==> config.mk <==
export PLATFORM = sky130hd
export DESIGN_NAME = lnef_ram
export DESIGN_NICKNAME = d
export VERILOG_FILES = /design/src/design/lnef_ram.sv
export SDC_FILE = /design/constraint.sdc
export NUM_CORES = 1
export LEC_CHECK = 0
export BUFFER_PORTS_ARGS = -buffer_cell sky130_fd_sc_hd__clkbuf_2
export CAP_MARGIN = 20
export CORE_MARGIN = 5
export CORE_UTILIZATION = 45
export CTS_CLUSTER_DIAMETER = 80
export DETAILED_ROUTE_END_ITERATION = 16
export PLACE_DENSITY = 0.74
export SETUP_SLACK_MARGIN = 0.1
export SYNTH_ARGS = -nofsm -noshare
export SYNTH_HDL_FRONTEND = slang
export SYNTH_SLANG_ARGS = --single-unit
==> constraint.sdc <==
create_clock -name clk -period 4.9 [get_ports clk]
set_input_delay 0.49 -clock clk [delete_from_list [all_inputs] [get_ports clk]]
set_output_delay 0.49 -clock clk [all_outputs]
set_load 0.05 [all_outputs]
==> src/design/lnef_ram.sv <==
// Generic single write port RAM with one registered read port.
// No dependencies.
`default_nettype none
module lnef_ram #(
  parameter int WIDTH = 8,
  parameter int DEPTH = 16
) (
  input  wire logic                     clk,
  input  wire logic                     we,
  input  wire logic [$clog2(DEPTH)-1:0] waddr,
  input  wire logic [WIDTH-1:0]         wdata,
  input  wire logic [$clog2(DEPTH)-1:0] raddr,
  output logic [WIDTH-1:0]              rdata
);
  logic [WIDTH-1:0] mem [DEPTH];

  always_ff @(posedge clk) begin
    if (we) begin
      mem[waddr] <= wdata;
    end
    rdata <= mem[raddr];
  end
endmodule
`default_nettype wire

# After elaboration in Yosys (flattened, before gate mapping)

Memories as Yosys holds them, arrays and structs flattened. A register that Yosys moved wholly into a read port is not among the register bits.
Cells that the tools add are included.

Word-level logic and storage cells: 3
Output and inout bits: 8
Bits in writable memories: 128
Register bits after elaboration: 0
Bits of input ports: 18
Memories kept: 1

Mux-type cells: 2

Memories:

| name | depth | bits a word | read ports | clocked after Yosys merged registers in | wr ports | RTL line | RTL |
|---|---|---|---|---|---|---|---|
| mem  | 16    | 8           | 1          | 1                                       | 1        | 15       | `logic [WIDTH-1:0] mem [DEPTH];` |

Operator list:

| operator | count |
|---|---|
| $mux W1  | 2 |

# Longest topological paths before layout

Depth in word-level cells: 2
Gate-level depth with buffers: 5
Mapped depth without buffers: 3

# Worst setup path after synthesis

OpenSTA, ideal clock, no wires.

Kind: input-to-reg
Start point: in waddr[2]
End point: mem mem[0][0] (enable)
Data required time: 4.517 ns
Setup slack: 2.917 ns
Cell stages on the path: 2
Setup time: 0.383 ns
Path buffers: 0
Arrival time: 1.600 ns
Cells stage by stage: or3b_2 -> nor3_1

RTL lines:

| item        | RTL line | RTL |
|---|---|---|
| from (decl) | 10       | `input wire logic [$clog2(DEPTH)-1:0] waddr,` |
| to (decl)   | 15       |  |

No word-level cell before the write port.

==> impl_metrics.tcl <==
set metrics [dict create \
    cts_buffer_depth 2 \
    power.internal_mw 2.161 \
    critical_path_class "in -> reg" \
    grt_pass1_wl_um 14890 \
    antenna_found_initial 0 \
    area_growth_pct 16.53 \
    worstPathRequired_ns 5.17 \
    critPathSlowestCell "mux4_1" \
    clock_latency_ns 0.40 \
    place.port_buffers 25 \
    crit_start "raddr[0]" \
    critPathMaxStageDelay_ns 0.62 \
    crit_family "multiplexers" \
    drc_errors 0 \
    synth_seq_cells 136 \
    wirelength_um 9598 \
    h-tree-depth 4 \
    num_rows 39 \
    syn-num-nets 247 \
    place_ws_ns 2.414 \
    dp_hpwl_um 5724 \
    io_pins 26 \
    worstPathMaxFanout 32 \
    grt_pass1_vias 2474 \
    ys_types 19 \
    num_vias 2368 \
    end_kind "register" \
    relSlewSlack_pct 29.18 \
    die_x_um 117.0 \
    die-area_um2 13680 \
    drtIter0Drc 165 \
    core_um2 11320 \
    cts_setup_buffers 0 \
    vdd_drop_max_uv 218.2 \
    syn_inst 229 \
    antenna_cells 0 \
    worstPathArrival_ns 2.05 \
    initial_core_util_pct 45.47 \
    die_y_um 117.0 \
    avgSynthCellArea_um2 22.48 \
    hold_path_class "in -> reg" \
    async_flop_share_pct 0 \
    drt-vias-per-instance 5.585 \
    pwr-share-clk_pct 46.7 \
    worst_slew_pin_slew_ns 1.058 \
    yosys_warnings 0 \
    cts_buffers 17 \
    synth_area_leaders "edfxtp_1, mux4_2, mux4_1, dfxtp_1, a22oi_1" \
    synth_top_area_share_pct 74.67 \
    numClockSinks 136 \
    grt-ovfl-total 0 \
    wl_per_cell_um 22.64 \
    syn_area_um2 5147 \
    ys.flop_type "edfxtp_1" \
    path_buf_inv 2 \
    drtAntennaViolNets 0 \
    nets 286 \
    cts_root_buffer "clkbuf_16" \
    regToRegStartpoint "mem[9][1]" \
    yosys-top-cells-count "edfxtp_1, mux4_2, a22oi_1" \
    min-delay-start "wdata[7]" \
    fmax_mhz 560.8 \
    p_sw_uw 553.1 \
    max-cap-violations 0 \
    top_layer "met4" \
    grt_util_all_layers_pct 15.70 \
    setup_viol 0 \
    layout.cells.non_filler 424 \
    cts.reportedPaths.clkPinSlew_ns 0.06 \
    rsz0062_at_grt "no" \
    synth_area_leader_cell "edfxtp_1" \
    ctsHoldBuffers 0 \
    status "completed" \
    netSwitchingFraction_pct 20.38 \
    place_inst 391 \
    wl_met1_um 4157 \
    finalHoldViolCount 0 \
    combPwrFrac_pct 5.1 \
    grt_max_degree 33 \
    powerDensity_nw_per_um2 452.5 \
    synth-edff-count 128 \
    cp-start-kind "primary input" \
    wl_met3_um 711 \
    maxSlewViolCount 0 \
    post-route-period-util_pct 36.39 \
    post_cts_resized 0 \
    cts_tree "yes" \
    pwr-share-seq_pct 48.2 \
    first_pass_iters 5 \
    crit_chain "clkbuf_2 > buf_4 > mux4_1 > a22oi_1 > nand2_1" \
    fin_ws_ns 3.117 \
    power_leakage_nw 2.014 \
    synth_most_common_cell "edfxtp_1" \
    fin_worst_skew_ns 0.008241 \
    dr_wl_met2_um 4677 \
    n_fill_cell 857 \
    min_period_ns 1.783 \
    tns_ns 0 \
    yosysSeqAreaShare_pct 77.78 \
    place.gp.congestion 0.7304 \
    drive_gt1_share_pct 28.11 \
]
final timing paths:
check	to	slack, ns	cells after the start
hold / removal	mem[12][7]	0.50	1
setup / recovery	rdata[5]	3.12	5
hold reg to reg	rdata[7]	0.68	3
setup reg to reg	rdata[1]	3.49	3
layout make-up:
class / instances / area [um2] / area share, %
Clock inverter: 12 / 151.4 / 2.524
Timing Repair Buffer: 30 / 160.2 / 2.670
Multi-Input combinational cell: 83 / 1057 / 17.63
Sequential cell: 136 / 4004 / 66.75
Tap cell: 143 / 178.9 / 2.983
Clock buffer: 20 / 446.7 / 7.447
logic make-up (layout without fill, tap and decap cells):
group | after synthesis | count (layout) | share of synthesized area [%]
flops | 136 | 136 | 77.78
simple gates | 35 | 35 | 3.184
mux | 32 | 32 | 15.02
compound gates | 16 | 16 | 2.334
buf+inv | 10 | 62 | 1.677
metal layers:
metal	global-route usage, %	vias up
li1	-	1051
met1	21.94	1223
met2	23.81	89
met3	5.141	5
met4	4.817	0
met5	0	-
through the flow:
stage | hold slack, ns | power [mW] | util [%] | cell area (um2)
floorplan | 0.5889 | 1.424 | - | 5147
global placement | 0.6537 | 1.468 | 47.66 | 5395
detailed placement | 0.6739 | 1.473 | 47.66 | 5395
CTS | 0.5013 | 2.735 | 52.94 | 5993
global route | 0.5177 | 2.803 | 52.98 | 5998
finish | 0.5006 | 2.714 | 52.98 | 5998
sequential cells by signal, summed over array words and instances (netlist names):
signal and cells:
rdata 8, mem 128
worst register-to-register path: stages (launching register included):
cell	delay [ns]
edfxtp_1	0.39
mux4_1	0.56
a22oi_1	0.27
nand2_1	0.07
layout by cell type (no fill, tap or decap), drive strengths merged, types with 2 or more instances in the layout:
master	count
a22oi	16
buf	5
bufinv	3
clkbuf	45
clkinv	6
clkinvlp	2
dfxtp	8
edfxtp	128
mux4	32
nand2	9
nand2b	2
nand3b	2
nor2	13
nor3	4
power groups by stage:
| stage | clock network [mW] | logic, mW | registers (mW) |
|---|---|---|---|
| 2_1_floorplan | 0 | 0.0660 | 1.36 |
| 3_3_place_gp | 0 | 0.138 | 1.33 |
| 3_5_place_dp | 0 | 0.141 | 1.33 |
| 4_1_cts | 1.28 | 0.142 | 1.31 |
| 5_1_grt | 1.34 | 0.150 | 1.31 |
| 6_report | 1.27 | 0.140 | 1.31 |
Power figures use the tool's default switching activity.
