## src/design/lnef_pkg.sv

```systemverilog
// Package for the line nth extremum finder.
// Holds configuration and status types, register indexes, mode codes and fixed widths.
// No dependencies.
`default_nettype none
package lnef_pkg;

  localparam int LINE_LEN_DEF    = 1024;
  localparam int HIT_DEPTH_DEF   = 512;
  localparam int MEAN_MARGIN_DEF = 15;
  localparam int MIN_MEAN_COUNT  = 5;

  localparam int VAL_W  = 32;
  localparam int RANK_W = 8;
  localparam int X_W    = 10;
  localparam int DEN_W  = 10;
  localparam int SUM_W  = 41;
  localparam int PROD_W = 42;
  localparam int NUM_W  = 43;
  localparam int CIDX_W = 3;
  localparam int CDAT_W = 32;

  localparam logic [CIDX_W-1:0] REG_SEARCH_MODE    = 3'd0;
  localparam logic [CIDX_W-1:0] REG_FROM_RIGHT     = 3'd1;
  localparam logic [CIDX_W-1:0] REG_WANTED_NUMBER  = 3'd2;
  localparam logic [CIDX_W-1:0] REG_LEVEL          = 3'd3;
  localparam logic [CIDX_W-1:0] REG_SLOPE_DISTANCE = 3'd4;
  localparam logic [CIDX_W-1:0] REG_BAND           = 3'd5;
  localparam logic [CIDX_W-1:0] REG_USE_MEAN       = 3'd6;

  localparam logic [1:0] MODE_MIN   = 2'd0;
  localparam logic [1:0] MODE_MAX   = 2'd1;
  localparam logic [1:0] MODE_CROSS = 2'd2;

  typedef struct packed {
    logic [1:0]               search_mode;
    logic                     from_right;
    logic [7:0]               wanted_number;
    logic signed [VAL_W-1:0]  level;
    logic [8:0]               slope_distance;
    logic signed [VAL_W-1:0]  band;
    logic                     use_mean;
  } cfg_t;

  typedef struct packed {
    logic searching;
    logic line_full;
  } stat_t;

  typedef enum logic [3:0] {
    S_IDLE, S_START, S_CR, S_MF, S_MS, S_MUL, S_NUM,
    S_SV, S_SP, S_SE, S_SEL, S_HW, S_FETCH, S_OUT
  } state_t;

endpackage
`default_nettype wire

```

## src/design/lnef_if.sv

```systemverilog
// Channel interfaces: sample input, result output and configuration write.
// Depends on lnef_pkg for field widths.
`default_nettype none


interface lnef_cfg_if;
  logic                        valid;
  logic                        ready;
  logic [lnef_pkg::CIDX_W-1:0] index;
  logic [lnef_pkg::CDAT_W-1:0] data;
  modport source (output valid, index, data, input ready);
  modport sink (input valid, index, data, output ready);
endinterface
`default_nettype wire

```

## src/design/lnef_cfg_regs.sv

```systemverilog
// Configuration register file, written through the configuration channel.
// Depends on lnef_pkg and lnef_if.
`default_nettype none
module lnef_cfg_regs (
  input  wire logic          clk,
  input  wire logic          rst,
  lnef_cfg_if.sink           cfg,
  output lnef_pkg::cfg_t     regs
);
  assign cfg.ready = 1'b1;

  always_ff @(posedge clk) begin
    if (rst) begin
      regs.search_mode    <= lnef_pkg::MODE_MAX;
      regs.from_right     <= 1'b0;
      regs.wanted_number  <= 8'd1;
      regs.level          <= '0;
      regs.slope_distance <= 9'd1;
      regs.band           <= '0;
      regs.use_mean       <= 1'b1;
    end else if (cfg.valid) begin
      case (cfg.index)
        lnef_pkg::REG_SEARCH_MODE:    regs.search_mode    <= cfg.data[1:0];
        lnef_pkg::REG_FROM_RIGHT:     regs.from_right     <= cfg.data[0];
        lnef_pkg::REG_WANTED_NUMBER:  regs.wanted_number  <= cfg.data[7:0];
        lnef_pkg::REG_LEVEL:          regs.level          <= $signed(cfg.data);
        lnef_pkg::REG_SLOPE_DISTANCE: regs.slope_distance <= cfg.data[8:0];
        lnef_pkg::REG_BAND:           regs.band           <= $signed(cfg.data);
        lnef_pkg::REG_USE_MEAN:       regs.use_mean       <= cfg.data[0];
        default: ;
      endcase
    end
  end
endmodule
`default_nettype wire

```

## src/flat_wrapper.sv

```systemverilog
// flat-port wrapper written by rule: the top's interface ports become plain ports
module lnef_cfg_regs_flat 
  (clk, rst, regs, cfg_valid, cfg_index, cfg_data, cfg_ready);
  lnef_cfg_if cfg_i ();
  input  wire logic clk;
  input  wire logic rst;
  output lnef_pkg::cfg_t regs;
  input wire logic [$bits(cfg_i.valid)-1:0] cfg_valid;
  input wire logic [$bits(cfg_i.index)-1:0] cfg_index;
  input wire logic [$bits(cfg_i.data)-1:0] cfg_data;
  output wire logic [$bits(cfg_i.ready)-1:0] cfg_ready;
  assign cfg_i.valid = cfg_valid;
  assign cfg_i.index = cfg_index;
  assign cfg_i.data = cfg_data;
  assign cfg_ready = cfg_i.ready;
  lnef_cfg_regs u_core (.clk(clk), .rst(rst), .cfg(cfg_i), .regs(regs));
endmodule
```

## config.mk

```make
export PLATFORM = sky130hd
export DESIGN_NAME = lnef_cfg_regs_flat
export DESIGN_NICKNAME = d
export VERILOG_FILES = /design/src/design/lnef_pkg.sv /design/src/design/lnef_if.sv /design/src/design/lnef_cfg_regs.sv /design/src/flat_wrapper.sv
export SDC_FILE = /design/constraint.sdc
export NUM_CORES = 1
export LEC_CHECK = 0
export BUFFER_PORTS_ARGS = -buffer_cell sky130_fd_sc_hd__buf_4
export CAP_MARGIN = 25
export CORE_MARGIN = 4
export CORE_UTILIZATION = 33
export CTS_BUF_LIST = sky130_fd_sc_hd__clkbuf_8
export CTS_CLUSTER_DIAMETER = 80
export DETAILED_ROUTE_END_ITERATION = 10
export SYNTH_ARGS = -nofsm -noshare
export SYNTH_HDL_FRONTEND = slang
export SYNTH_SLANG_ARGS = --single-unit
```

## constraint.sdc

```tcl
create_clock -name clk -period 1.3 [get_ports clk]
set_clock_uncertainty 0.2 [all_clocks]
set_input_delay 0.13 -clock clk [delete_from_list [all_inputs] [get_ports clk]]
set_output_delay 0.13 -clock clk [all_outputs]
set_load 0.1 [all_outputs]
```

After elaboration in Yosys (flattened, before gate mapping) --
Cells that the tools add are included.
Storage, ports and cells: input bits 38, logic and storage cells 21, register bits after elaboration 85, output and inout bits 86
Cells by class: equality and inequality tests 6, reduce and logical (&&, ||, !) cells 8
Operators with widths (count):
- 2-bit AND reduction | 7
- 3-bit equality test (second input constant) | 3
- 3-bit by 2-bit equality test with 1-bit output (second input constant) | 2
- 3-bit by 1-bit equality test with 1-bit output (second input constant) | 1
- 3-bit zero test | 1

Longest topological paths before layout --
word-level depth 2, depth in mapped cells 5, depth with buffers taken out 2

Least setup slack after synthesis --
No wires, ideal clock.
kind reg2reg, from reg u_core.regs[0] (netlist name), to reg u_core.regs[0] (netlist name), library setup time 72 ps, arrival time 1166 ps, setup slack -138 ps, cell stages (with the launch flop) 3, data required time 1028 ps, buffers on the path 0, path through dfxtp_1 > nor2_1 > mux2i_1

Worst setup path in the final report --
from reg u_core.regs[20] (netlist name), to out regs[20] in the netlist's numbering
RTL lines:
- end: declaration | line flat_wrapper.sv:7 | output lnef_pkg::cfg_t regs;
No word-level cell between the ends.

==> impl_metrics.csv <==
group,metric,value,unit
status,outcome,"finished, violations left",
status,violations,"negative hold slack",
global_routing,grt_max_degree,48,
logic_synthesis,synth.avg_cell_area,11.0,um2
logic_synthesis,yosys_most_used_dff,"dfxtp_1",
place,port_buffers,122,
critical_path,critPathKind,"reg -> out",
critical_path,crit_fanout,2,
place,pre_cts_ws,-1.40,ps
critical_path,worst-r2r-setup-slack,420,ps
critical_path,setup.worst_path.start_class,"register",
global_routing,grt_pass1_wl,14.6,mm
critical_path,crit_path_end,"regs[20]",
critical_path,cp_top_family,"flip-flops",
cts,cts-root-buf,"clkbuf_8",
sta,slew_viol_final,0,
global_routing,grt_pass1_vias,2858,
cells_and_area,regMostFlops,"u_core.regs",
pwr,peakVddDrop,0.479,mV
critical_path,worstPathRequired,970,ps
cells_and_area,final_common_cell,"nand2b_1",
cts,cts.path.max_buffers,2,
detailed_routing,drc,0,
min_path,worstHoldStart,"cfg_index[1]",
cts,htree_levels,3,
global_routing,grt.overflow.total,0,
global_routing,antenna_found_initial,0,
critical_path,crit_chain,"buf_6",
die,dieHeight,111,um
critical_path,crit_arrival,920,ps
sta,min_period_over_period,96.5,%
cts,cts_tree,"built",
sta,setup_ws,45.8,ps
cells_and_area,fin_area,5660,um2
pwr,power.total,5.59,mW
cells_and_area,nNetsFinal,513,
logic_synthesis,syn_area,3530,um2
logic_synthesis,seq_area_frac_synth,48.2,%
sta,setup_viol,0,
cts,ctsHoldBuffers,34,
critical_path,reg2reg_depth,2,
cells_and_area,diodes,0,
detailed_routing,vias,2719,
die,core,10400,um2
sta,hold_viol_final,3,
pwr,powerDensity,987,nW/um2
critical_path,worst-path-buf-inv,1,
detailed_routing,wire_per_inst,14.3,um
logic_synthesis,synthCells,322,
global_routing,grt_use_total,14.4,%
sta,fmax,797,MHz
place,dpl-instance-area,4710,um2
critical_path,cp-startpoint,"u_core.regs[20]",
critical_path,r2r-start,"u_core.regs[83]",
cts,clock_sinks,85,
cells_and_area,final_cell_mix,"113 x nand2b_1, 85 x mux2i_1, 85 x dfxtp_2",
detailed_routing,routed_via_density,4.41,
cts,cts_buffers,9,
cells_and_area,final_layout_size_suffix_gt1_share,48.5,%
place,dp_hpwl,5.86,mm
die,initial_core_util,34.0,%
critical_path,slowest_stage,"dfxtp_2",
pwr,p_leak,2.57,nW
cells_and_area,biggestRegsByFlops,"u_core.regs: 85 flops",
logic_synthesis,synth_edf_count,0,
cells_and_area,largest_reg_flops,85,
logic_synthesis,ys_warn_count,0,
cts,cts_setup_buffers,0,
job,drv_cap,0,
critical_path,reg2reg_to,"u_core.regs[83]",
detailed_routing,firstDrtPassIters,4,
logic_synthesis,async_flop_share,0,%
die,rows,37,
detailed_routing,postRouteAntennaNets,0,
logic_synthesis,synth_seq_cells,85,
logic_synthesis,ys_types,16,
cts,clk_latency,340,ps
detailed_routing,first_iter_violations,98,
sta,fin_crit,1250,ps
critical_path,cpPeakStageDelay,350,ps
place,gp_congestion,0.685,
critical_path,end_kind,"primary output",
detailed_routing,drt_wl_total,8.79,mm
die,dieWidth,111,um
cells_and_area,syn2layout_area_growth,60.3,%
die,dieArea,12400,um2
die,ios,124,
critical_path,critical_path_depth,1,
sta,hold_ws,-87.9,ps
cts,path_clk_slew,90,ps
logic_synthesis,syn-num-nets,360,
min_path,hp-class,"in -> reg",
-- per-stage QoR --
step | setup TNS [ps] | std cells | util, % | hold slack [ps]
finish | 0 | 616 | 54.6 | -87.9
global route | -9.41 | 616 | 54.6 | -95.3
CTS | 0 | 616 | 53.6 | -111
detailed placement | -1.40 | 566 | 45.4 | 227
global placement | 0 | 566 | 45.4 | 211
floorplan | 0 | 322 | - | 98.3
-- layout make-up --
type / instances / area, um2
Clock buffer: 10 / 138
Multi-Input combinational cell: 213 / 1680
Sequential cell: 85 / 1810
Fill cell: 945 / 4710
Clock inverter: 6 / 55.1
Timing Repair Buffer: 166 / 1810
Tap cell: 136 / 170
-- report_power, final --
part           switching, mW  internal (mW)  total, mW
sequential            0.0464           2.67       2.72
combinational          0.634          0.405       1.04
clock                  0.914          0.921       1.83
-- layer usage --
metal | vias up | track usage [%] | share of wire, %
met5 | - | 0 | 0
met4 | 0 | 4.38 | 1.1
met3 | 13 | 6.85 | 9.3
met2 | 81 | 23.1 | 47
met1 | 1259 | 17.3 | 43
li1 | 1366 | - | -
-- worst reg2reg max path, cell delays in order (launching register included) --
cell and delay [ps]:
dfxtp_2 340, nor2_1 120, mux2i_1 90
-- cell usage after synthesis (2+ instances only) --
library cell	instances	area (um2)
nand4bb_1	2	22.5
mux2i_1	85	851
buf_2	6	30.0
nand2b_1	113	707
nand4b_1	2	17.5
clkbuf_1	10	37.5
buf_6	4	45.0
dfxtp_1	85	1700
nor2_1	5	18.8
buf_4	3	22.5
and4b_1	2	20.0
-- logic make-up (layout without fill, tap and decap cells) --
logic type             count (synthesis)  count (layout)  share of synthesized area, %
buffers and inverters                 24             182                          4.25
flip-flops                            85              85                          48.2
multiplexers                          85              85                          24.1
AND/OR/NAND/NOR                      127             127                          23.4
other                                  1               1                         0.106
-- worst min-delay path by stage --
stage,to,cells after the start
detailed placement,u_core.regs[66],3
global route,u_core.regs[82],3
CTS,u_core.regs[82],3
floorplan,u_core.regs[10],2
global placement,u_core.regs[64],3
finish,u_core.regs[82],3
-- timing repair --
item                       in CTS  in global routing
setup endpoints to repair      85                 25
hold endpoints to repair       85                  3
resized for setup              85                 26
cloned                          0                  0
(Power assumes the default switching activity.)
