File: src/design/lnef_pkg.sv
// Package for the line nth extremum finder.
// Holds configuration and status types, register indexes, mode codes and fixed widths.
// No dependencies.
`default_nettype none
package lnef_pkg;

  localparam int LINE_LEN_DEF    = 1024;
  localparam int HIT_DEPTH_DEF   = 512;
  localparam int MEAN_MARGIN_DEF = 15;
  localparam int MIN_MEAN_COUNT  = 5;

  localparam int VAL_W  = 32;
  localparam int RANK_W = 8;
  localparam int X_W    = 10;
  localparam int DEN_W  = 10;
  localparam int SUM_W  = 41;
  localparam int PROD_W = 42;
  localparam int NUM_W  = 43;
  localparam int CIDX_W = 3;
  localparam int CDAT_W = 32;

  localparam logic [CIDX_W-1:0] REG_SEARCH_MODE    = 3'd0;
  localparam logic [CIDX_W-1:0] REG_FROM_RIGHT     = 3'd1;
  localparam logic [CIDX_W-1:0] REG_WANTED_NUMBER  = 3'd2;
  localparam logic [CIDX_W-1:0] REG_LEVEL          = 3'd3;
  localparam logic [CIDX_W-1:0] REG_SLOPE_DISTANCE = 3'd4;
  localparam logic [CIDX_W-1:0] REG_BAND           = 3'd5;
  localparam logic [CIDX_W-1:0] REG_USE_MEAN       = 3'd6;

  localparam logic [1:0] MODE_MIN   = 2'd0;
  localparam logic [1:0] MODE_MAX   = 2'd1;
  localparam logic [1:0] MODE_CROSS = 2'd2;

  typedef struct packed {
    logic [1:0]               search_mode;
    logic                     from_right;
    logic [7:0]               wanted_number;
    logic signed [VAL_W-1:0]  level;
    logic [8:0]               slope_distance;
    logic signed [VAL_W-1:0]  band;
    logic                     use_mean;
  } cfg_t;

  typedef struct packed {
    logic searching;
    logic line_full;
  } stat_t;

  typedef enum logic [3:0] {
    S_IDLE, S_START, S_CR, S_MF, S_MS, S_MUL, S_NUM,
    S_SV, S_SP, S_SE, S_SEL, S_HW, S_FETCH, S_OUT
  } state_t;

endpackage
`default_nettype wire

File: src/design/lnef_core.sv
// Load and search sequencer: fills the sample RAM, scans it, collects hits in the
// hit RAM and holds the result register. Depends on lnef_pkg.
`default_nettype none
module lnef_core #(
  parameter int LINE_LEN    = lnef_pkg::LINE_LEN_DEF,
  parameter int HIT_DEPTH   = lnef_pkg::HIT_DEPTH_DEF,
  parameter int MEAN_MARGIN = lnef_pkg::MEAN_MARGIN_DEF,
  localparam int XW  = $clog2(LINE_LEN),
  localparam int HAW = $clog2(HIT_DEPTH),
  localparam int SW  = lnef_pkg::VAL_W + lnef_pkg::RANK_W
) (
  input  wire logic                                clk,
  input  wire logic                                rst,
  input  wire lnef_pkg::cfg_t                      cfg,
  input  wire logic                                in_valid,
  output logic                                     in_ready,
  input  wire logic signed [lnef_pkg::VAL_W-1:0]   in_value,
  input  wire logic [lnef_pkg::RANK_W-1:0]         in_rank,
  input  wire logic                                in_end,
  output logic                                     out_valid,
  input  wire logic                                out_ready,
  output logic [lnef_pkg::X_W-1:0]                 out_x,
  output logic signed [lnef_pkg::VAL_W-1:0]        out_value,
  output logic [lnef_pkg::RANK_W-1:0]              out_rank,
  output logic                                     smp_we,
  output logic [XW-1:0]                            smp_waddr,
  output logic [SW-1:0]                            smp_wdata,
  output logic [XW-1:0]                            smp_raddr,
  input  wire logic [SW-1:0]                       smp_rdata,
  output logic                                     hit_we,
  output logic [HAW-1:0]                           hit_waddr,
  output logic [XW-1:0]                            hit_wdata,
  output logic [HAW-1:0]                           hit_raddr,
  input  wire logic [XW-1:0]                       hit_rdata,
  output lnef_pkg::stat_t                          stat
);
  localparam int CW  = $clog2(LINE_LEN + 1);
  localparam int HCW = $clog2(HIT_DEPTH + 1);
  localparam int WW  = (CW > 10 ? CW : 10) + 1;
  localparam int PW  = (HCW > 8 ? HCW : 8) + 1;
  localparam int DW  = lnef_pkg::DEN_W;
  localparam logic [1:0] CLS_IN    = 2'd0;
  localparam logic [1:0] CLS_ABOVE = 2'd1;
  localparam logic [1:0] CLS_BELOW = 2'd2;

  lnef_pkg::state_t state, state_next;
  logic [CW-1:0] fill, fill_next, n, n_next, x, x_next;
  logic [CW-1:0] margin, margin_next, lim, lim_next, arm_x, arm_x_next;
  logic [DW-1:0] rem, rem_next, m, m_next, den, den_next;
  logic first, first_next, armed, armed_next;
  logic [1:0] cls, cls_next;
  logic [7:0] cnt, cnt_next;
  logic signed [lnef_pkg::SUM_W-1:0]  sum, sum_next;
  logic signed [lnef_pkg::PROD_W-1:0] prod, prod_next, vd, vd_next;
  logic signed [lnef_pkg::NUM_W-1:0]  num, num_next;
  logic signed [lnef_pkg::VAL_W-1:0]  v, v_next, p, p_next;
  logic [HCW-1:0] hits, hits_next;
  logic [XW-1:0] rx, rx_next;
  logic out_load;

  logic is_max, crossing, rd_valid, last_cr;
  logic [8:0] w;
  logic [CW-1:0] st_margin, d_cw;
  logic signed [lnef_pkg::VAL_W-1:0] rd_value;
  logic signed [33:0] diff, bnd, v34, p_hi, p_lo;
  logic [1:0] cls_new;
  logic arm, arm_eff, fire;
  logic [CW-1:0] arm_x_eff;
  logic [CW:0] mid;
  logic [PW-1:0] hw, ww, pos;

  assign is_max   = (cfg.search_mode == lnef_pkg::MODE_MAX);
  assign crossing = (cfg.search_mode == lnef_pkg::MODE_CROSS);
  assign w = (cfg.slope_distance > 9'(MEAN_MARGIN)) ? cfg.slope_distance : 9'(MEAN_MARGIN);
  assign d_cw = CW'(cfg.slope_distance);
  assign st_margin = cfg.use_mean ? CW'(w) : d_cw;
  assign rd_value = $signed(smp_rdata[SW-1:lnef_pkg::RANK_W]);
  assign rd_valid = (smp_rdata[lnef_pkg::RANK_W-1:0] != '0);
  assign last_cr  = cfg.from_right ? (x == '0) : (x == n - CW'(1));

  assign diff = 34'(rd_value) - 34'(cfg.level);
  assign bnd  = 34'(cfg.band);
  always_comb begin
    if (diff > bnd) begin
      cls_new = CLS_ABOVE;
    end else if (diff < -bnd) begin
      cls_new = CLS_BELOW;
    end else begin
      cls_new = CLS_IN;
    end
  end

  assign v34  = 34'(v);
  assign p_hi = 34'(p) + bnd;
  assign p_lo = 34'(p) - bnd;
  assign arm = is_max ? ((lnef_pkg::NUM_W'(vd) > num) && (v34 > p_hi))
                      : ((lnef_pkg::NUM_W'(vd) < num) && (v34 < p_lo));
  assign arm_eff   = arm | armed;
  assign arm_x_eff = arm ? x : arm_x;
  assign fire = arm_eff && (is_max ? (v34 < p_lo) : (v34 > p_hi));
  assign mid  = ((CW+1)'(x) + (CW+1)'(arm_x_eff)) >> 1;

  assign hw = PW'(hits);
  assign ww = PW'(cfg.wanted_number);
  always_comb begin
    if (!cfg.from_right) begin
      pos = (ww > hw) ? hw - PW'(1) : ww - PW'(1);
    end else begin
      pos = (ww >= hw) ? '0 : hw - ww;
    end
  end

  assign in_ready = (state == lnef_pkg::S_IDLE);
  assign stat.searching = (state != lnef_pkg::S_IDLE);
  assign stat.line_full = (fill == CW'(LINE_LEN));

  assign smp_we    = in_valid && in_ready && (fill < CW'(LINE_LEN));
  assign smp_waddr = fill[XW-1:0];
  assign smp_wdata = {in_value, in_rank};
  assign hit_waddr = hits[HAW-1:0];
  assign hit_wdata = mid[XW-1:0];
  assign hit_raddr = pos[HAW-1:0];

  always_ff @(posedge clk) begin
    if (rst) begin
      state     <= lnef_pkg::S_IDLE;
      fill      <= '0;
      out_valid <= 1'b0;
    end else begin
      state <= state_next;
      fill  <= fill_next;
      if (out_load) begin
        out_valid <= 1'b1;
      end else if (out_ready) begin
        out_valid <= 1'b0;
      end
    end
  end

  always_ff @(posedge clk) begin
    n <= n_next;       x <= x_next;         margin <= margin_next;
    lim <= lim_next;   arm_x <= arm_x_next; rem <= rem_next;
    m <= m_next;       den <= den_next;     first <= first_next;
    armed <= armed_next; cls <= cls_next;   cnt <= cnt_next;
    sum <= sum_next;   prod <= prod_next;   vd <= vd_next;
    num <= num_next;   v <= v_next;         p <= p_next;
    hits <= hits_next; rx <= rx_next;
    if (out_load) begin
      out_x     <= lnef_pkg::X_W'(rx);
      out_value <= rd_value;
      out_rank  <= smp_rdata[lnef_pkg::RANK_W-1:0];
    end
  end

  always_comb begin
    state_next = state;  fill_next = fill;   n_next = n;     x_next = x;
    margin_next = margin; lim_next = lim;    arm_x_next = arm_x;
    rem_next = rem;      m_next = m;         den_next = den;
    first_next = first;  armed_next = armed; cls_next = cls; cnt_next = cnt;
    sum_next = sum;      prod_next = prod;   vd_next = vd;   num_next = num;
    v_next = v;          p_next = p;         hits_next = hits; rx_next = rx;
    smp_raddr = x[XW-1:0];
    hit_we = 1'b0;
    out_load = 1'b0;
    case (state)
      lnef_pkg::S_IDLE: begin
        if (in_valid) begin
          if (smp_we) begin
            fill_next = fill + CW'(1);
          end
          if (in_end) begin
            n_next = smp_we ? fill + CW'(1) : fill;
            fill_next = '0;
            state_next = lnef_pkg::S_START;
          end
        end
      end
      lnef_pkg::S_START: begin
        rx_next = '0;
        hits_next = '0;
        armed_next = 1'b0;
        arm_x_next = '0;
        first_next = 1'b1;
        cls_next = CLS_IN;
        cnt_next = '0;
        margin_next = st_margin;
        lim_next = n - st_margin;
        sum_next = '0;
        m_next = '0;
        if (crossing) begin
          x_next = cfg.from_right ? n - CW'(2) : CW'(1);
          smp_raddr = x_next[XW-1:0];
          if (cfg.wanted_number == '0 || n < CW'(2)) begin
            state_next = lnef_pkg::S_FETCH;
          end else begin
            state_next = lnef_pkg::S_CR;
          end
        end else if (cfg.wanted_number == '0 || WW'(n) < WW'(w) + WW'(2)) begin
          state_next = lnef_pkg::S_FETCH;
        end else if (cfg.use_mean) begin
          x_next = cfg.from_right ? n - CW'(1) : CW'(1);
          rem_next = cfg.from_right ? DW'(w) - DW'(1) : DW'(w) + DW'(1);
          smp_raddr = x_next[XW-1:0];
          if (cfg.from_right ? (WW'(n) - WW'(1) <= WW'(w))
                             : (CW'(1) >= n - st_margin)) begin
            state_next = lnef_pkg::S_FETCH;
          end else begin
            state_next = lnef_pkg::S_MF;
          end
        end else begin
          den_next = DW'(1);
          num_next = lnef_pkg::NUM_W'(cfg.level);
          x_next = st_margin;
          smp_raddr = x_next[XW-1:0];
          state_next = (st_margin >= n - st_margin) ? lnef_pkg::S_SEL : lnef_pkg::S_SV;
        end
      end
      lnef_pkg::S_CR: begin
        if (rd_valid) begin
          cls_next = cls_new;
          first_next = 1'b0;
        end
        if (rd_valid && !first && cls_new != cls && cnt + 8'd1 == cfg.wanted_number) begin
          rx_next = x[XW-1:0];
          state_next = lnef_pkg::S_FETCH;
        end else begin
          if (rd_valid && !first && cls_new != cls) begin
            cnt_next = cnt + 8'd1;
          end
          if (last_cr) begin
            state_next = lnef_pkg::S_FETCH;
          end else begin
            x_next = cfg.from_right ? x - CW'(1) : x + CW'(1);
            smp_raddr = x_next[XW-1:0];
          end
        end
      end
      lnef_pkg::S_MF: begin
        if (rd_valid) begin
          state_next = lnef_pkg::S_MS;
        end else begin
          x_next = cfg.from_right ? x - CW'(1) : x + CW'(1);
          smp_raddr = x_next[XW-1:0];
          if (cfg.from_right ? (x_next <= margin) : (x_next >= lim)) begin
            state_next = lnef_pkg::S_FETCH;
          end
        end
      end
      lnef_pkg::S_MS: begin
        if (rd_valid) begin
          sum_next = sum + lnef_pkg::SUM_W'(rd_value);
          m_next = m + DW'(1);
        end
        if (rem == DW'(1)) begin
          state_next = lnef_pkg::S_MUL;
        end else begin
          rem_next = rem - DW'(1);
          x_next = cfg.from_right ? x - CW'(1) : x + CW'(1);
          smp_raddr = x_next[XW-1:0];
        end
      end
      lnef_pkg::S_MUL: begin
        prod_next = lnef_pkg::PROD_W'(cfg.level) * lnef_pkg::PROD_W'($signed({1'b0, m}));
        den_next = m;
        state_next = (m <= DW'(lnef_pkg::MIN_MEAN_COUNT)) ? lnef_pkg::S_FETCH
                                                           : lnef_pkg::S_NUM;
      end
      lnef_pkg::S_NUM: begin
        num_next = is_max ? lnef_pkg::NUM_W'(sum) + lnef_pkg::NUM_W'(prod)
                          : lnef_pkg::NUM_W'(sum) - lnef_pkg::NUM_W'(prod);
        x_next = margin;
        smp_raddr = x_next[XW-1:0];
        state_next = (margin >= lim) ? lnef_pkg::S_SEL : lnef_pkg::S_SV;
      end
      lnef_pkg::S_SV: begin
        if (rd_valid) begin
          v_next = rd_value;
          smp_raddr = XW'(x - d_cw);
          state_next = lnef_pkg::S_SP;
        end else begin
          x_next = x + CW'(1);
          smp_raddr = x_next[XW-1:0];
          if (x_next >= lim) begin
            state_next = lnef_pkg::S_SEL;
          end
        end
      end
      lnef_pkg::S_SP: begin
        p_next = rd_value;
        vd_next = lnef_pkg::PROD_W'(v) * lnef_pkg::PROD_W'($signed({1'b0, den}));
        state_next = lnef_pkg::S_SE;
      end
      lnef_pkg::S_SE: begin
        armed_next = arm_eff;
        arm_x_next = arm_x_eff;
        if (fire) begin
          armed_next = 1'b0;
          arm_x_next = mid[CW-1:0];
          if (hits < HCW'(HIT_DEPTH)) begin
            hit_we = 1'b1;
            hits_next = hits + HCW'(1);
          end
        end
        x_next = x + CW'(1);
        smp_raddr = x_next[XW-1:0];
        state_next = (x_next >= lim) ? lnef_pkg::S_SEL : lnef_pkg::S_SV;
      end
      lnef_pkg::S_SEL: begin
        state_next = (hits == '0) ? lnef_pkg::S_FETCH : lnef_pkg::S_HW;
      end
      lnef_pkg::S_HW: begin
        rx_next = hit_rdata;
        state_next = lnef_pkg::S_FETCH;
      end
      lnef_pkg::S_FETCH: begin
        smp_raddr = rx;
        state_next = lnef_pkg::S_OUT;
      end
      lnef_pkg::S_OUT: begin
        smp_raddr = rx;
        if (!out_valid || out_ready) begin
          out_load = 1'b1;
          state_next = lnef_pkg::S_IDLE;
        end
      end
      default: state_next = lnef_pkg::S_IDLE;
    endcase
  end
endmodule
`default_nettype wire

File: config.mk
export PLATFORM = sky130hd
export DESIGN_NAME = lnef_core
export DESIGN_NICKNAME = d
export VERILOG_FILES = /design/src/design/lnef_pkg.sv /design/src/design/lnef_core.sv
export SDC_FILE = /design/constraint.sdc
export NUM_CORES = 2
export LEC_CHECK = 0
export BUFFER_PORTS_ARGS = -buffer_cell sky130_fd_sc_hd__buf_2
export CORE_MARGIN = 2
export CORE_UTILIZATION = 55
export DETAILED_ROUTE_END_ITERATION = 10
export PLACE_DENSITY = 0.88
export SETUP_SLACK_MARGIN = 0.5
export SLEW_MARGIN = 20
export SYNTH_ARGS = -nofsm -noshare
export SYNTH_HDL_FRONTEND = slang
export SYNTH_SLANG_ARGS = --single-unit
File: constraint.sdc
create_clock -name clk -period 11.6 [get_ports clk]
set_clock_uncertainty 0.2 [all_clocks]
set_input_delay 2.32 -clock clk [delete_from_list [all_inputs] [get_ports clk]]
set_output_delay 2.32 -clock clk [all_outputs]
set_load 0.02 [all_outputs]
== Yosys cells after proc, flatten, opt, wreduce, memory -nomap -nowiden ==
Index checks and enable logic that the tools add are counted.

* Register bits after elaboration: 415
* Bits in latches: 0
* RAM bits: 0
* Memory bits (read-only): 0
* Bits of input ports: 180
* Output and inout port bits: 144
* Logic and storage cells: 259
* Memories kept: 0

* Add/subtract/negate cells: 26
* Multipliers: 2
* Div/mod/pow operators: 0
* $lt $le $gt $ge: 21
* Eq/ne operators: 43
* Shift-type cells: 0
* Mux-type cells: 99
* Bitwise operators: 1
* Reductions and logical operators: 41

{| class="wikitable"
|+ Operator list
! cell !! count
|-
| $mux 10 || 20
|-
| $mux 43 || 4
|-
| $mux 11 || 15
|-
| $pmux 43 s2 || 1
|-
| $mul 32x11->42 || 2
|-
| $pmux 41 s2 || 1
|-
| $pmux 10 s2 || 4
|-
| $pmux 10 s8 || 1
|-
| $pmux 11 s7 || 1
|-
| $mux 4 || 19
|-
| $sub 32x32->33 || 2
|-
| $pmux 4 s14 || 1
|-
| $mux 9 || 5
|-
| $add 41x42->43 || 1
|-
| $gt 42x43->1 || 1
|-
| $lt 42x43->1 || 1
|-
| $sub 41x42->43 || 1
|-
| $add 41x32->41 || 1
|-
| $mux 41 || 1
|-
| $ne 2x2->1 const B || 18
|-
| $lt 33x34->1 || 1
|-
| $neg 32->34 || 1
|-
| $add 32x32->33 || 1
|-
| $ge 11x11->1 || 3
|-
| other kinds (72) || 127
|}

== Longest topological paths before layout ==
* Depth after elaboration: 11
* Depth in mapped cells: 39
* Gate-level depth less buffers: 37

== Worst setup path after synthesis ==
Ideal clock, no wire load.

* Kind: input to output
* From: input port cfg[1] (netlist bit)
* To: output port hit_wdata[9]
* Arrival time: 9.018 ns
* Required time: 9.080 ns
* Slack: 0.062 ns
* Stages on the path: 35
* Path buffers: 1
* Cells stage by stage: ha_1 -> fa_1 -> nand2b_1 -> a21oi_1 -> o21bai_1 -> a211oi_1 -> o211a_1 -> o311a_1 -> o41ai_1 -> a21oi_1 -> a211oi_1 -> nor2_1 -> o21ai_1 -> xnor2_1 -> ha_1 -> and4_1 -> nand4_1 -> or3_1 -> a2bb2oi_1 -> o31ai_1 -> a211oi_1 -> mux2i_1 -> buf_2 -> mux2_2 -> ha_1 -> a21o_1 -> a21oi_1 -> o21bai_1 -> a21oi_1 -> nor2b_1 -> o21a_1 -> o21ai_0 -> nand2b_1 -> a21oi_1 -> xnor2_1

* Word-level cells in the longest chain between the ends: 6
* Elaborated cells on any way between the ends: 9
* Classes of those cells: add/sub (3); order compare (2); mux (2); reduce/logical (2)

{| class="wikitable"
|+ RTL lines
! item !! RTL line !! RTL
|-
| start: declaration || lnef_core.sv:14 || <nowiki>input wire lnef_pkg::cfg_t cfg,</nowiki>
|-
| $sub 32x32->33 / $add 32x32->33 (equally long branches) || lnef_core.sv:95, lnef_core.sv:94 ||
|-
| $lt 32x33->1 / $gt 32x33->1 (equally long branches) || lnef_core.sv:97, lnef_core.sv:96 ||
|-
| $logic_and 1x1->1 (on tied branches) || lnef_core.sv:97, lnef_core.sv:96 ||
|-
| $mux 1 (*) || lnef_core.sv:96 || <nowiki>assign arm = is_max ? ((lnef_pkg::NUM_W'(vd) > num) && (v34 > p_hi))</nowiki>
|-
| $mux 11 (*) || lnef_core.sv:99 || <nowiki>assign arm_x_eff = arm ? x : arm_x;</nowiki>
|-
| $add 11x11->12 (*) || lnef_core.sv:101 || <nowiki>assign mid = ((CW+1)'(x) + (CW+1)'(arm_x_eff)) >> 1;</nowiki>
|-
| end: declaration || lnef_core.sv:32 || <nowiki>output logic [XW-1:0] hit_wdata,</nowiki>
|}

Every way passes the cells marked *; elsewhere a longest branch is shown, timed or not.

== Worst setup path in the final report ==
Ends and elaborated chain as after synthesis.

==> results.sh <==
export IMPL_worst_path_most_repeated_cell="sky130_fd_sc_hd__a21oi_2"
export IMPL_timing_critical_path_from_type="input port"
export IMPL_report_final_slew_viol_count=0
export IMPL_critical_path_peak_fanout=6
export IMPL_synth_edff_count=397
export IMPL_min_period_over_period=1.00
export IMPL_worst_ep_arrival_time_ns=9.13
export IMPL_grt_max_degree=71
export IMPL_numClockSinks=413
export IMPL_failed_checks="DRC, setup timing"
export IMPL_overall_global_routing_usage=0.326
export IMPL_ys_seq_elements=413
export IMPL_crit_path_max_incr_delay_ns=0.46
export IMPL_hold_path_class="flop to flop"
export IMPL_slew_headroom=0.222
export IMPL_synthesis_yosys_warnings=0
export IMPL_number_of_placed_instances_taps_included=7783
export IMPL_rr_startpoint="p[0]"
export IMPL_synth_cell_area_um2=57200
export IMPL_ant_nets=0
export IMPL_most_common_flop_cell_mapped_by_yosys="sky130_fd_sc_hd__edfxtp_1"
export IMPL_tightestPinTransition_ns=1.17
export IMPL_run_status="finished with violations"
export IMPL_max_freq_ghz=0.0859
export IMPL_cp_slowest_cell="sky130_fd_sc_hd__or3_4"
export IMPL_setup_total_negative_slack_ns=-0.0476
export IMPL_dieArea_um2=107000
export IMPL_ios=324
export IMPL_vias_per_cell=6.15
export IMPL_report_final_hold_viol_count=0
export IMPL_timing_reg2reg_setup_slack_ns=3.90
export IMPL_endpoint="hit_wdata[9]"
export IMPL_critPathLaunch="cfg[1]"
export IMPL_clock_root_buffer="sky130_fd_sc_hd__clkbuf_16"
export IMPL_cts_buffers_inserted=51
export IMPL_cts_tree="done"
export IMPL_routabilityCongestion=1.00
export IMPL_final_layout_size_suffix_gt1_frac=0.111
export IMPL_worstPathRequired_ns=9.08
export IMPL_remaining_global_route_overflow=0
export IMPL_netlist_top_cells_area="sky130_fd_sc_hd__edfxtp_1, sky130_fd_sc_hd__fa_1, sky130_fd_sc_hd__ha_1"
export IMPL_layout_min_cycle_time_ns=11.65
export IMPL_drt_total_wl_mm=175
export IMPL_synthDistinctLibCells=96
export IMPL_fin_cells=7917
export IMPL_area_growth_synth_to_final_pct=10.4
export IMPL_worst_r2r_path_depth=38
export IMPL_core_um2=103000
export IMPL_wl_per_cell_um=22.2
export IMPL_routed_via_count=48700
export IMPL_postSynth_asyncResetShare=0
export IMPL_synth_sequential_area_ratio=0.214
export IMPL_grt_pass1_vias=50200
export IMPL_synth_nets=7658
export IMPL_cp_end_kind="output port"
export IMPL_drt_iter0_markers=5042
export IMPL_clock_path_buffers=3
export IMPL_io_buffer_count=243
export IMPL_grt_setup_unrepaired="true"
export IMPL_antenna_found_initial=11
export IMPL_wire_length_of_the_first_global_routing_pass_mm=275
export IMPL_timing_max_cap_violations=0
export IMPL_critical_path_reg2reg_endpoint="arm_x[7]"
export IMPL_setup_ws_ns=-0.0476
export IMPL_gate_count_post_synth=6257
export IMPL_core_rowCount=118
export IMPL_clock_insertion_delay_worst_skew_ns=0.66
export IMPL_dp_hpwl_mm=135
export IMPL_htreeDepth=2
export IMPL_fraction_of_post_synthesis_cell_area_in_the_top_cell_type_by_area=0.208
export IMPL_starting_density_of_the_core=0.553
export IMPL_drt_pre_antenna_iters=11
export IMPL_timing_setup_critical_path_class="input port to output port"
export IMPL_synth_avg_cell_area_um2=9.14
export IMPL_fp_dieW_um=326
export IMPL_clkTransAtPathRegs_ns=0.06
export IMPL_fp_dieH_um=326
export IMPL_num_nets_final=7896
export IMPL_drt_drc_violations_left=1
export IMPL_timing_final_setup_violations=1
export IMPL_synth_area_leader_cell="sky130_fd_sc_hd__edfxtp_1"
per-stage QoR:
step / area (µm²) / hold slack (ns) / setup WS (ns) / utilization
finish: 63100 / 0.278 / -0.0476 / 0.611
global route: 63100 / 0.287 / -0.368 / 0.611
CTS: 62700 / 0.273 / 0.00944 / 0.607
detailed placement: 60400 / 0.245 / -0.729 / 0.585
global placement: 60400 / 0.257 / -0.576 / 0.585
floorplan: 57200 / 0.225 / 0.421 / -
flip-flops by register name (all words and copies together), names as in the netlist, 32 cells and up:
| register | flops |
|---|---|
| out_value | 32 |
| v | 32 |
| prod | 42 |
| p | 32 |
| num | 43 |
| sum | 41 |
| vd | 42 |
critical path, delay by kind of cell:
| family | cells | cell delay [ns] |
|---|---|---|
| AO/OA/AOI/OAI | 19 | 3.28 |
| XOR/XNOR | 2 | 0.21 |
| adder cells (fa/ha/maj) | 4 | 1.15 |
| buffers and inverters | 2 | 0.27 |
| multiplexers | 1 | 0.40 |
| AND/OR/NAND/NOR | 9 | 1.45 |
cells by family (layout without fill, tap and decap cells):
| family | after synthesis | after routing | share of synthesized area |
|---|---|---|---|
| AO/OA/AOI/OAI | 1227 | 1227 | 0.138 |
| XOR/XNOR | 435 | 435 | 0.0666 |
| adder cells (fa/ha/maj) | 1221 | 1221 | 0.339 |
| buffers and inverters | 1125 | 1403 | 0.0780 |
| flip-flops | 413 | 413 | 0.214 |
| multiplexers | 36 | 36 | 0.00652 |
| other | 0 | 2 | 0 |
| AND/OR/NAND/NOR | 1800 | 1800 | 0.157 |
cell usage after synthesis (37+ instances only):
| master | n |
|---|---|
| sky130_fd_sc_hd__and3_1 | 39 |
| sky130_fd_sc_hd__xor2_1 | 145 |
| sky130_fd_sc_hd__fa_1 | 550 |
| sky130_fd_sc_hd__nor3_1 | 86 |
| sky130_fd_sc_hd__nand3_1 | 108 |
| sky130_fd_sc_hd__clkbuf_1 | 203 |
| sky130_fd_sc_hd__and2_1 | 355 |
| sky130_fd_sc_hd__nand4_1 | 51 |
| sky130_fd_sc_hd__a21o_1 | 152 |
| sky130_fd_sc_hd__a31oi_1 | 37 |
| sky130_fd_sc_hd__inv_1 | 815 |
| sky130_fd_sc_hd__xnor2_1 | 290 |
| sky130_fd_sc_hd__a21oi_1 | 342 |
| sky130_fd_sc_hd__edfxtp_1 | 397 |
| sky130_fd_sc_hd__ha_1 | 671 |
| sky130_fd_sc_hd__nor4_1 | 37 |
| sky130_fd_sc_hd__nor2_1 | 324 |
| sky130_fd_sc_hd__nand2b_1 | 75 |
| sky130_fd_sc_hd__o21a_1 | 65 |
| sky130_fd_sc_hd__buf_4 | 60 |
| sky130_fd_sc_hd__o21ai_0 | 270 |
| sky130_fd_sc_hd__nand2_1 | 551 |
| sky130_fd_sc_hd__a211oi_1 | 41 |
| sky130_fd_sc_hd__o21bai_1 | 39 |
| sky130_fd_sc_hd__nor2b_1 | 62 |
worst min-delay path by stage:
stage | from | endpoint | slack, ns | cells after the start
after floorplan | rx[2] | out_x[2] | 0.23 | 0
after global placement | rx[4] | out_x[4] | 0.26 | 0
after detailed placement | rx[4] | out_x[4] | 0.24 | 0
after CTS | rx[4] | out_x[4] | 0.27 | 0
after global routing | rx[4] | out_x[4] | 0.29 | 0
final | rx[4] | out_x[4] | 0.28 | 0
area by class of cell:
cell class / instances / area (µm²)
well taps: 1380 / 1730
repair buffers: 489 / 3180
flip-flops and latches: 413 / 12200
clock buffers: 57 / 1320
multi-input cells: 4719 / 41200
inverters: 821 / 3080
fillers: 8244 / 40200
diodes: 2 / 5.00
clock inverters: 36 / 398
repair_timing:
action / in CTS / in global routing
gates cloned: 0 / 0
pin swaps: 42 / 45
hold buffers: 0 / 0
buffers inserted: 22 / 17
gates resized for setup: 89 / 68
endpoints found under the setup margin: 19 / 19
layer usage:
metal,part of all wire,global-route usage,routed length [µm]
met3,0.12,0.0850,20400
met1,0.38,0.418,66800
met2,0.45,0.523,79400
met4,0.050,0.141,8690
met5,0.00042,0,73
placed cells by master, fill, tap and decap left out, types with 16 or more instances in the layout:
cell type and count:
sky130_fd_sc_hd__o21a_1 64, sky130_fd_sc_hd__ha_1 665, sky130_fd_sc_hd__buf_2 227, sky130_fd_sc_hd__o21bai_1 36
sky130_fd_sc_hd__or3_1 33, sky130_fd_sc_hd__a21boi_0 20, sky130_fd_sc_hd__a21oi_1 326, sky130_fd_sc_hd__and2_1 354
sky130_fd_sc_hd__inv_1 812, sky130_fd_sc_hd__a211oi_1 36, sky130_fd_sc_hd__buf_4 243, sky130_fd_sc_hd__xnor2_1 285
sky130_fd_sc_hd__nand2b_1 75, sky130_fd_sc_hd__o211ai_1 21, sky130_fd_sc_hd__dfxtp_1 16, sky130_fd_sc_hd__a31oi_1 36
sky130_fd_sc_hd__o31ai_1 22, sky130_fd_sc_hd__xor2_1 144, sky130_fd_sc_hd__fa_1 547, sky130_fd_sc_hd__or4_1 18
sky130_fd_sc_hd__mux2i_1 22, sky130_fd_sc_hd__nor3_1 82, sky130_fd_sc_hd__a21o_1 152, sky130_fd_sc_hd__nand2_1 547
sky130_fd_sc_hd__a21oi_2 16, sky130_fd_sc_hd__nand4_1 51, sky130_fd_sc_hd__o21ai_0 257, sky130_fd_sc_hd__and3_1 39
sky130_fd_sc_hd__clkbuf_16 52, sky130_fd_sc_hd__nor4_1 37, sky130_fd_sc_hd__a221oi_1 22, sky130_fd_sc_hd__nor2b_1 59
sky130_fd_sc_hd__nand3_1 106, sky130_fd_sc_hd__edfxtp_1 397, sky130_fd_sc_hd__nor2_1 315, sky130_fd_sc_hd__o22ai_1 26
Power is left out: the tool's default activity adds up to more than one toggle a clock period on the data nets, which glitch-free logic cannot reach.
